==> src/design/midc_pkg.sv <==
package midc_pkg;

  localparam logic [7:0] STATUS_MIN  = 8'h80;
  localparam logic [7:0] ST_SOX      = 8'hF0;
  localparam logic [7:0] ST_MTC      = 8'hF1;
  localparam logic [7:0] ST_SONG_POS = 8'hF2;
  localparam logic [7:0] ST_SONG_SEL = 8'hF3;
  localparam logic [7:0] ST_TUNE     = 8'hF6;
  localparam logic [7:0] ST_EOX      = 8'hF7;
  localparam logic [7:0] ST_CLOCK    = 8'hF8;
  localparam logic [7:0] ST_START    = 8'hFA;
  localparam logic [7:0] ST_CONT     = 8'hFB;
  localparam logic [7:0] ST_STOP     = 8'hFC;
  localparam logic [7:0] ST_SENSE    = 8'hFE;
  localparam logic [7:0] ST_RESET    = 8'hFF;

  localparam logic [3:0] FAM_PROGRAM = 4'hC;
  localparam logic [3:0] FAM_CHPRESS = 4'hD;
  localparam logic [3:0] FAM_BEND    = 4'hE;

  localparam logic [1:0] SEEN_MAX = 2'd3;

  typedef enum logic [1:0] {
    VERDICT_OK    = 2'd0,
    VERDICT_SHORT = 2'd1,
    VERDICT_BAD   = 2'd2
  } verdict_t;

  typedef enum logic [3:0] {
    KIND_NOTE_OFF  = 4'd0,
    KIND_NOTE_ON   = 4'd1,
    KIND_POLY_AT   = 4'd2,
    KIND_CC        = 4'd3,
    KIND_PROGRAM   = 4'd4,
    KIND_CH_PRESS  = 4'd5,
    KIND_BEND      = 4'd6,
    KIND_SYSEX     = 4'd7,
    KIND_COMMON    = 4'd8,
    KIND_CLOCK     = 4'd9,
    KIND_START     = 4'd10,
    KIND_CONTINUE  = 4'd11,
    KIND_STOP      = 4'd12,
    KIND_SENSING   = 4'd13,
    KIND_RESET     = 4'd14,
    KIND_UNKNOWN   = 4'd15
  } kind_t;

  typedef struct packed {
    logic [7:0] status;
    logic [1:0] seen;
    logic [6:0] data1;
    logic [6:0] data2;
    logic       bad;
  } held_t;

  typedef struct packed {
    verdict_t    verdict;
    kind_t       kind;
    logic [3:0]  channel;
    logic [6:0]  data1;
    logic [6:0]  data2;
    logic [1:0]  count;
    logic [13:0] combined;
    logic        comb_valid;
  } result_t;

endpackage

==> src/design/midi1_message_classifier_top.sv <==
// MIDI 1.0 message classifier.
// Input channel: one message byte per word (in_byte), status byte first,
// with in_end_of_message set on the final byte of the framed message.
// Output channel: one result word per message, produced only for the final
// byte: verdict (ok, incomplete, malformed), message kind, channel, up to two
// 7-bit data bytes, data count and the 14-bit bend / song position value.
// On a failed verdict every other field reads zero.
// A final byte goes through the input register, then is decoded into the
// result register, which raises out_valid; it waits in the input register
// while an earlier result is still held for the receiver.
// Throughput: one byte per cycle while results are taken; non-final bytes only
// update the per-message state and never wait on the output side.
// A stalled receiver holds the result; the input register then holds a
// following final byte, and in_ready drops only if that byte must also wait.
// Reset (rst_n low, synchronous) empties both registers and clears the
// message state, so the next byte accepted is taken as a status byte.
module midi1_message_classifier_top (
  input  logic        clk,
  input  logic        rst_n,
  input  logic        in_valid,
  output logic        in_ready,
  input  logic [7:0]  in_byte,
  input  logic        in_end_of_message,
  output logic        out_valid,
  input  logic        out_ready,
  output logic [1:0]  out_verdict,
  output logic [3:0]  out_message_kind,
  output logic [3:0]  out_channel_number,
  output logic [6:0]  out_first_data,
  output logic [6:0]  out_second_data,
  output logic [1:0]  out_data_count,
  output logic [13:0] out_combined_value,
  output logic        out_combined_valid
);
  import midc_pkg::*;

  logic       s1_valid_r, s1_valid_nxt;
  logic [7:0] s1_byte_r;
  logic       s1_eom_r;
  logic       out_valid_r, out_valid_nxt;
  result_t    out_res_r;
  result_t    res;
  held_t      held;
  logic       advance;
  logic       load;

  // a non-final byte never needs the output register
  assign advance  = s1_valid_r && (!s1_eom_r || !out_valid_r || out_ready);
  assign load     = advance && s1_eom_r;
  assign in_ready = !s1_valid_r || advance;

  midc_state u_state (
    .clk     (clk),
    .rst_n   (rst_n),
    .step    (advance),
    .byte_in (s1_byte_r),
    .eom     (s1_eom_r),
    .held    (held)
  );

  midc_decode u_decode (
    .byte_in (s1_byte_r),
    .held    (held),
    .res     (res)
  );

  always_comb begin
    s1_valid_nxt = s1_valid_r;
    if (in_valid && in_ready) s1_valid_nxt = 1'b1;
    else if (advance)         s1_valid_nxt = 1'b0;
    out_valid_nxt = out_valid_r;
    if (load)           out_valid_nxt = 1'b1;
    else if (out_ready) out_valid_nxt = 1'b0;
  end

  always_ff @(posedge clk) begin
    if (!rst_n) begin
      s1_valid_r  <= 1'b0;
      out_valid_r <= 1'b0;
    end else begin
      s1_valid_r  <= s1_valid_nxt;
      out_valid_r <= out_valid_nxt;
    end
  end

  always_ff @(posedge clk) begin
    if (in_valid && in_ready) begin
      s1_byte_r <= in_byte;
      s1_eom_r  <= in_end_of_message;
    end
    if (load) out_res_r <= res;
  end

  assign out_valid          = out_valid_r;
  assign out_verdict        = out_res_r.verdict;
  assign out_message_kind   = out_res_r.kind;
  assign out_channel_number = out_res_r.channel;
  assign out_first_data     = out_res_r.data1;
  assign out_second_data    = out_res_r.data2;
  assign out_data_count     = out_res_r.count;
  assign out_combined_value = out_res_r.combined;
  assign out_combined_valid = out_res_r.comb_valid;

  a_fail_zero: assert property (@(posedge clk) disable iff (!rst_n)
    out_valid_r && out_res_r.verdict != VERDICT_OK |->
      out_res_r.kind == KIND_NOTE_OFF && out_res_r.count == 2'd0 &&
      out_res_r.combined == 14'd0 && !out_res_r.comb_valid)
    else $error("failed verdict with nonzero fields");

  a_rise_from_final: assert property (@(posedge clk) disable iff (!rst_n)
    $rose(out_valid_r) |-> $past(s1_valid_r && s1_eom_r))
    else $error("result word without a final byte");

endmodule

==> src/design/midc_state.sv <==
module midc_state (
  input  logic            clk,
  input  logic            rst_n,
  input  logic            step,
  input  logic [7:0]      byte_in,
  input  logic            eom,
  output midc_pkg::held_t held
);
  import midc_pkg::*;

  held_t held_r, held_nxt;

  always_comb begin
    held_nxt = held_r;
    if (step) begin
      if (eom) begin
        held_nxt = '0;
      end else begin
        if (held_r.seen == 2'd0) begin
          held_nxt.status = byte_in;
        end else begin
          if (held_r.seen == 2'd1) held_nxt.data1 = byte_in[6:0];
          if (held_r.seen == 2'd2) held_nxt.data2 = byte_in[6:0];
          if (byte_in[7]) held_nxt.bad = 1'b1;
        end
        if (held_r.seen != SEEN_MAX) held_nxt.seen = held_r.seen + 2'd1;
      end
    end
  end

  always_ff @(posedge clk) begin
    if (!rst_n) begin
      held_r <= '0;
    end else begin
      held_r <= held_nxt;
    end
  end

  assign held = held_r;

  a_clear_after_final: assert property (@(posedge clk) disable iff (!rst_n)
    step && eom |=> held_r.seen == 2'd0 && !held_r.bad)
    else $error("message state not cleared after final word");

  a_bad_needs_data: assert property (@(posedge clk) disable iff (!rst_n)
    held_r.bad |-> held_r.seen >= 2'd2)
    else $error("bad data flag set without a data byte");

endmodule

==> src/design/midc_decode.sv <==
module midc_decode (
  input  logic [7:0]        byte_in,
  input  midc_pkg::held_t   held,
  output midc_pkg::result_t res
);
  import midc_pkg::*;

  logic [7:0] st;
  logic [2:0] total;
  logic       bad;
  logic [6:0] a;
  logic [6:0] c;
  logic [1:0] expected;
  logic       cvalid;
  verdict_t   verdict;
  kind_t      kind;
  logic [3:0] chan;

  assign st    = (held.seen == 2'd0) ? byte_in : held.status;
  assign total = {1'b0, held.seen} + 3'd1;
  assign bad   = held.bad | ((held.seen != 2'd0) && byte_in[7] && (st != ST_SOX));
  assign a     = (held.seen == 2'd1) ? byte_in[6:0] : held.data1;
  assign c     = (held.seen == 2'd2) ? byte_in[6:0] : held.data2;

  always_comb begin
    expected = 2'd1;
    cvalid   = 1'b0;
    kind     = KIND_UNKNOWN;
    chan     = 4'd0;
    verdict  = VERDICT_OK;
    if (st < STATUS_MIN || st == ST_EOX) begin
      verdict = VERDICT_BAD;
    end else if (st == ST_SOX) begin
      kind = KIND_SYSEX;
      if (total < 3'd2 || byte_in != ST_EOX) verdict = VERDICT_SHORT;
      else if (held.bad) verdict = VERDICT_BAD;
    end else begin
      case (st) inside
        [8'h80:8'hEF]: begin
          kind     = kind_t'({1'b0, st[6:4]});
          chan     = st[3:0];
          expected = (st[7:4] == FAM_PROGRAM || st[7:4] == FAM_CHPRESS) ? 2'd2 : 2'd3;
          cvalid   = (st[7:4] == FAM_BEND);
        end
        ST_MTC, ST_SONG_SEL: begin
          kind     = KIND_COMMON;
          expected = 2'd2;
        end
        ST_SONG_POS: begin
          kind     = KIND_COMMON;
          expected = 2'd3;
          cvalid   = 1'b1;
        end
        ST_TUNE:  kind = KIND_COMMON;
        ST_CLOCK: kind = KIND_CLOCK;
        ST_START: kind = KIND_START;
        ST_CONT:  kind = KIND_CONTINUE;
        ST_STOP:  kind = KIND_STOP;
        ST_SENSE: kind = KIND_SENSING;
        ST_RESET: kind = KIND_RESET;
        default:  kind = KIND_UNKNOWN;
      endcase
      if (total < {1'b0, expected}) verdict = VERDICT_SHORT;
      else if (total != {1'b0, expected} || bad) verdict = VERDICT_BAD;
    end
  end

  always_comb begin
    res = '0;
    if (verdict != VERDICT_OK) begin
      res.verdict = verdict;
    end else begin
      res.verdict = VERDICT_OK;
      res.kind    = kind;
      res.channel = chan;
      if (st != ST_SOX) begin
        res.count = expected - 2'd1;
        if (expected > 2'd1) res.data1 = a;
        if (expected > 2'd2) res.data2 = c;
      end
      res.comb_valid = cvalid;
      if (cvalid) res.combined = {res.data2, res.data1};
    end
  end

endmodule

==> config.mk <==
export PLATFORM = sky130hd
export DESIGN_NAME = midi1_message_classifier_top
export DESIGN_NICKNAME = d
export VERILOG_FILES = /design/src/design/midc_pkg.sv /design/src/design/midi1_message_classifier_top.sv /design/src/design/midc_state.sv /design/src/design/midc_decode.sv
export SDC_FILE = /design/constraint.sdc
export NUM_CORES = 1
export LEC_CHECK = 0
export BUFFER_PORTS_ARGS = -buffer_cell sky130_fd_sc_hd__buf_2
export CAP_MARGIN = 20
export CORE_UTILIZATION = 40
export CTS_BUF_LIST = sky130_fd_sc_hd__clkbuf_8 sky130_fd_sc_hd__clkbuf_16
export CTS_CLUSTER_DIAMETER = 50
export CTS_CLUSTER_SIZE = 12
export DETAILED_ROUTE_END_ITERATION = 7
export GPL_ROUTABILITY_DRIVEN = 0
export PLACE_DENSITY = 0.62
export REMOVE_ABC_BUFFERS = 1
export SLEW_MARGIN = 20
export SYNTH_ARGS = -nofsm -noshare
export SYNTH_HDL_FRONTEND = slang
export SYNTH_SLANG_ARGS = --single-unit
==> constraint.sdc <==
create_clock -name clk -period 6.4 [get_ports clk]
set_clock_uncertainty 0.05 [all_clocks]
set_input_delay 0 -clock clk [delete_from_list [all_inputs] [get_ports clk]]
set_output_delay 0 -clock clk [all_outputs]
set_load 0.005 [all_outputs]
==> results_dict.tcl, run 1 <==
set metrics [dict create \
    status "completed" \
    synthTopCellsByCount "50 x edfxtp_1, 38 x nor2_1, 27 x dfxtp_1, 27 x nor2b_1" \
    antenna_left 0 \
    cts_resized 0 \
    grt_first_pass_wirelength_um 13000 \
    ir_drop_uv 130 \
    seq_area_frac_synth_pct 54.7 \
    hold_path.class "in -> reg" \
    path_cells "inv_1 -> ha_1 -> buf_4 -> nor3b_4 -> o221ai_1 -> mux2_4 -> inv_2 -> fa_1 -> o31ai_1 -> nand4_1 -> a21oi_4 -> o21ai_2 -> nor3_1" \
    instances_no_fill 493 \
    cts.reportedPaths.clkPinSlew_ps 80 \
    numPortBuffers 55 \
    num_rows 34 \
    power.total_uw 1060 \
    clockBufferDepth 2 \
    p_per_area_mw_per_mm2 242 \
    post-cts-setup-buffer-count 0 \
    synth_seq_cells 77 \
    grt.total_usage_pct 17.2 \
    initial_core_util_pct 42.0 \
    min_from "rst_n" \
    stdcell_area_sq_mm 0.00439 \
    timing.fmax_mhz 246 \
    min_to "u_state.held[0]" \
    synthFlopType "edfxtp_1" \
    dieArea_sq_mm 0.00972 \
    synth_area_sq_mm 0.00373 \
    grt_max_degree 42 \
    final.setup.tns_ps 0 \
    drv_slew 0 \
    dpl_cell_area_sq_mm 0.00405 \
    grt_pass1_vias 2557 \
    reg2reg_depth 13 \
    grt_antenna_before_repair 0 \
    final_nets 400 \
    setup.worst_path.start_class "flop" \
    setup_violations 0 \
    h-tree-depth 3 \
    synth_cell_types 59 \
    numCtsBuffers 9 \
    critPathArrivalTime_ps 4190 \
    relSlewSlack_pct 59.4 \
    grt_overflow 0 \
    placed_cells 465 \
    rsz0062_at_grt "no" \
    coreArea_sq_mm 0.00889 \
    critPathBufInv 3 \
    max-cap-violations 0 \
    critPathKind "reg -> reg" \
    synth_largest_area_cell "edfxtp_1" \
    syn_to_final_growth_pct 17.6 \
    max_stage_delay_ps 430 \
    cp_slowest_cell "fa_1" \
    worst_pin_slew_ps 608 \
    wl_met1_um 4000 \
    leakage_uw 0.00157 \
    yosysWarnings 0 \
    cp_top_family "compound AO/OA/AOI/OAI gates" \
    synth_top_cell_area_share_pct 40.2 \
    hold_viol 0 \
    crit_required_ps 6530 \
    synth.area.top_cells "edfxtp_1 40%, dfxtp_1 14%, mux2i_1 5.1%" \
    end_kind "flop" \
    min_period_ps 4060 \
    fp.dieH_um 98.6 \
    postLayoutCoreUtil_pct 49.4 \
    async_flop_share_pct 0 \
    worstHoldPathCells 2 \
    r2r_end "out_channel_number[3]" \
    wl_met2_um 3370 \
    vias 2628 \
    worstPathMaxFanout 26 \
    timing.rr.start "u_state.held[15]" \
    clock_sinks 77 \
    hpwlAfterDp_um 5430 \
    synth_cells 314 \
    root_buffer "clkbuf_8" \
    regToRegSetupSlack_ps 2340 \
    clk_latency_ps 350 \
    synthMostInstantiatedCell "edfxtp_1" \
    wl_per_cell_um 15.7 \
    drtPass1Iterations 4 \
    fin_crit_sh_pct 63.5 \
    route.met3.wl_um 224 \
    drt_iter0_markers 148 \
    ioPinCount 56 \
    viasPerCell 5.33 \
    routed.top_layer "met4" \
    drc 0 \
    drive_gt1_share_pct 26.0 \
    cts_tree "done" \
    synth_edf_count 50 \
    n_antenna_cell 0 \
    finalWirelength_um 7730 \
    dieWidth_um 98.6 \
    syn_area_per_cell_sq_um 11.9 \
]
-- per-layer routing --
metal | vias to the layer above | global-route usage, %
li1 | 1291 | -
met5 | - | 0
met1 | 1270 | 24.3
met3 | 10 | 2.98
met2 | 57 | 25.9
met4 | 0 | 7.58
-- registers in the layout, summed over array words and instances (netlist names), 2 cells and up --
signal	cells
u_state.held	25
out_channel_number	4
out_first_data	7
out_message_kind	4
out_combined_value	14
out_verdict	2
s1_byte_r	8
out_second_data	7
out_data_count	2
-- repair_timing --
action,CTS,global route
hold buffers,12,0
endpoints found under the setup margin,0,0
endpoints found under the hold margin,11,0
-- layout by cell type (no fill, tap or decap), drive strengths merged, types with 2 or more instances in the layout --
cell | Yosys | final
nor2 | 38 | 38
nor2b | 27 | 27
o22ai | 2 | 2
a21boi | 2 | 2
nand2b | 5 | 5
nand3b | 5 | 5
o311ai | 3 | 3
a21oi | 12 | 12
edfxtp | 50 | 50
a31oi | 3 | 3
mux2i | 20 | 20
a22oi | 20 | 20
dlygate4sd3 | 0 | 12
ha | 6 | 6
a32oi | 4 | 4
nand4 | 3 | 3
inv | 9 | 11
nor3b | 5 | 5
nor3 | 9 | 9
dfxtp | 27 | 27
nand2 | 7 | 7
clkinv | 0 | 3
or3 | 2 | 2
and2 | 4 | 4
bufinv | 0 | 2
mux2 | 5 | 5
clkbuf | 9 | 9
buf | 5 | 57
o21ai | 9 | 9
nand3 | 10 | 10
-- final cells by class --
cell class                 count  area, sq um
tap                          108          135
clock buffer                   9          124
timing repair buffer          69          410
clock inverter                 7         96.3
inverter                       9         33.8
fill                         808         4500
multi-input combinational    214         1550
sequential                    77         2040
-- how the worst max path moves through the flow --
| stage | endpoint | slack [ps] | from | depth (start not counted) |
|---|---|---|---|---|
| after floorplan | out_message_kind[0] | 2210 | u_state.held[15] | 12 |
| final | out_channel_number[3] | 2340 | u_state.held[15] | 13 |
| after detailed placement | out_channel_number[3] | 2350 | u_state.held[15] | 13 |
| after global placement | out_message_kind[2] | 2570 | u_state.held[15] | 13 |
| after global routing | out_channel_number[0] | 1910 | u_state.held[15] | 13 |
| after CTS | out_channel_number[3] | 2340 | u_state.held[15] | 13 |
-- per-stage QoR --
step                      hold WS (ps)  setup WS [ps]
after global placement             130           2570
after detailed placement           128           2350
after floorplan                   48.9           2210
final                             53.4           2340
after CTS                         57.1           2340
after global routing              78.9           1910
-- power by group --
group | internal (uW) | switching, uW | leakage, uW
registers | 539 | 13.4 | 0.000710
clock network | 222 | 186 | 0.000114
logic | 42.3 | 58.7 | 0.000746
total | 803 | 258 | 0.00157
-- cells by family (layout without fill, tap and decap cells) --
logic type | count (synthesis) | in the layout | share of synthesized area (%)
and+or+nand+nor | 120 | 120 | 18.7
DFF | 77 | 77 | 54.7
AOI/OAI and AO/OA | 61 | 61 | 12.6
muxes | 25 | 25 | 7.31
buffers and inverters | 23 | 94 | 3.85
adders and majority gates | 7 | 7 | 2.55
xor gates and xnor gates | 1 | 1 | 0.235
No activity file was read; power rests on OpenSTA's default activity.
==> run 2: changes to the inputs <==
--- a/config.mk
+++ b/config.mk
@@ -5,6 +5,7 @@
 export SDC_FILE = /design/constraint.sdc
 export NUM_CORES = 1
 export LEC_CHECK = 0
+export ABC_AREA = 1
 export BUFFER_PORTS_ARGS = -buffer_cell sky130_fd_sc_hd__buf_2
 export CAP_MARGIN = 20
 export CORE_UTILIZATION = 40
@@ -13,7 +14,7 @@
 export CTS_CLUSTER_SIZE = 12
 export DETAILED_ROUTE_END_ITERATION = 7
 export GPL_ROUTABILITY_DRIVEN = 0
-export PLACE_DENSITY = 0.62
+export PLACE_DENSITY = 0.65
 export REMOVE_ABC_BUFFERS = 1
 export SLEW_MARGIN = 20
 export SYNTH_ARGS = -nofsm -noshare
==> constraint.sdc (replaced) <==
create_clock -name clk -period 3.42 [get_ports clk]
set_clock_uncertainty 0.05 [all_clocks]
set_input_delay 0 -clock clk [delete_from_list [all_inputs] [get_ports clk]]
set_output_delay 0 -clock clk [all_outputs]
set_load 0.005 [all_outputs]
==> results_dict.tcl, run 2 <==
set metrics [dict create \
    leakage_uw 0.00180 \
    grt_pass1_vias 2743 \
    synthMostInstantiatedCell "nand2_1" \
    whs_ps 220 \
    yosysWarnings 0 \
    synth_largest_area_cell "edfxtp_1" \
    critPathKind "reg -> reg" \
    min_period_ps 3160 \
    fp.dieH_um 97.6 \
    wl_met2_um 3940 \
    end_kind "flop" \
    route.met3.wl_um 465 \
    p_per_area_mw_per_mm2 467 \
    async_flop_share_pct 0 \
    num_rows 34 \
    synthTopCellsByCount "108 x nand2_1, 64 x nor2_1, 50 x edfxtp_1, 38 x a21oi_1, 31 x inv_1" \
    wl_per_cell_um 13.8 \
    drive_gt1_share_pct 25.3 \
    final.setup.tns_ps 0 \
    wl_met1_um 3540 \
    clk_latency_ps 370 \
    syn_to_final_growth_pct 22.6 \
    synth_cell_types 31 \
    rsz0062_at_grt "no" \
    hold_viol 0 \
    largest_reg_flops 25 \
    antenna_left 0 \
    worst_pin_slew_ps 1050 \
    vias 2917 \
    clock_sinks 77 \
    seq_area_frac_synth_pct 55.9 \
    grt_first_pass_wirelength_um 13100 \
    timing.fmax_mhz 316 \
    coreArea_sq_mm 0.00876 \
    synthFlopType "edfxtp_1" \
    crit_required_ps 3590 \
    grt_antenna_before_repair 0 \
    relSlewSlack_pct 30.0 \
    cts.reportedPaths.clkPinSlew_ps 80 \
    placed_cells 560 \
    instances_no_fill 591 \
    synth_top_cell_area_share_pct 41.1 \
    hold_path.class "in -> reg" \
    drtPass1Iterations 5 \
    fin_crit_sh_pct 92.4 \
    ioPinCount 56 \
    root_buffer "clkbuf_8" \
    grt.total_usage_pct 17.5 \
    ir_drop_uv 242 \
    initial_core_util_pct 41.7 \
    cts_tree "done" \
    grt_max_degree 44 \
    routed.top_layer "met4" \
    drc 0 \
    setup.worst_path.start_class "flop" \
    drv_slew 0 \
    numPortBuffers 55 \
    h-tree-depth 3 \
    max-cap-violations 0 \
    n_antenna_cell 0 \
    viasPerCell 4.94 \
    status "completed" \
    grt_overflow 0 \
    finalWirelength_um 8180 \
    synth.area.top_cells "edfxtp_1 41%, dfxtp_1 15%, nand2_1 11%" \
    seqCellArea_sq_mm 0.00204 \
    clockBufferDepth 2 \
    final_nets 498 \
    synth_area_sq_mm 0.00365 \
    critPathArrivalTime_ps 3330 \
    drt_iter0_markers 201 \
    final_common_cell "nand2_1" \
    synth_seq_cells 77 \
    hpwlAfterDp_um 5460 \
    worstPathMaxFanout 13 \
    synth_edf_count 50 \
    synth_cells 401 \
    multi_input_area_sq_mm 0.00149 \
    final_cell_mix "108 x nand2_1, 64 x nor2_1, 55 x buf_2" \
    syn_area_per_cell_sq_um 9.11 \
    dieWidth_um 97.6 \
    dieArea_sq_mm 0.00952 \
    numCtsBuffers 9 \
    setup_violations 0 \
    fill_cells 812 \
]
## run 2: path summary, 6_finish.rpt
kind	start	slack, ps	depth (start not counted)	to
worst max-delay path	u_state.held[15]	260	15	out_channel_number[0]
worst max register to register	u_state.held[15]	260	15	out_channel_number[0]
worst min-delay path	out_ready	220	6	u_state.held[21]
worst min register to register	u_state.held[10]	420	2	u_state.held[10]
## run 2: routing by layer
metal / up-vias / global-route usage, %
met3: 13 / 3.74
met4: 0 / 9.16
met1: 1344 / 21.6
li1: 1465 / -
met5: - / 0
met2: 95 / 28.5
## run 2: final cells by class
type	count	area share (%)
sequential	77	45.6
multi-input combinational	281	33.2
clock inverter	7	2.21
tap	108	3.02
inverter	33	2.88
clock buffer	9	2.77
timing repair buffer	76	10.4
## run 2: cells by family after synthesis
| group | share of synthesized area [%] |
|---|---|
| buffers and inverters | 5.48 |
| and+or+nand+nor | 27.5 |
| AOI/OAI and AO/OA | 7.29 |
| DFF | 55.9 |
| muxes | 1.23 |
| adders and majority gates | 2.60 |
## run 2: worst max-delay path: stages, from the launching register on
cell	delay, ps
dfxtp_1	420
inv_1	110
ha_4	200
clkinv_4	110
nand2_1	60
nand2_1	150
nand2_1	130
nor2_4	110
nand3_1	130
nand2_2	100
fa_1	460
o31ai_4	310
nand2_1	140
nand3_4	160
nand4_1	220
nor2_1	150
## run 2: where the power goes
group	internal (uW)	switching (uW)	leakage, uW	total [uW]
logic	95.8	191	0.000999	287
clock network	415	362	0.000109	778
registers	1020	12.5	0.000693	1030
total	1530	565	0.00180	2090
## run 2: metrics by stage
step	util, %	setup WS, ps	total power (uW)	area, sq um
6_report	51.1	260	2090	4480
2_1_floorplan	-	-78.5	1220	3580
5_1_grt	51.1	31.6	2160	4480
3_3_place_gp	46.2	163	1290	4050
3_5_place_dp	46.2	-10.6	1290	4050
4_1_cts	50.3	56.3	2070	4410
## run 2: what timing repair did
item | CTS | global route
hold buffers | 13 | 0
resized for setup | 1 | 8
endpoints found under the hold margin | 13 | 0
setup buffers | 0 | 0
cloned | 0 | 2
pin swaps | 1 | 2
setup endpoints to repair | 12 | 40
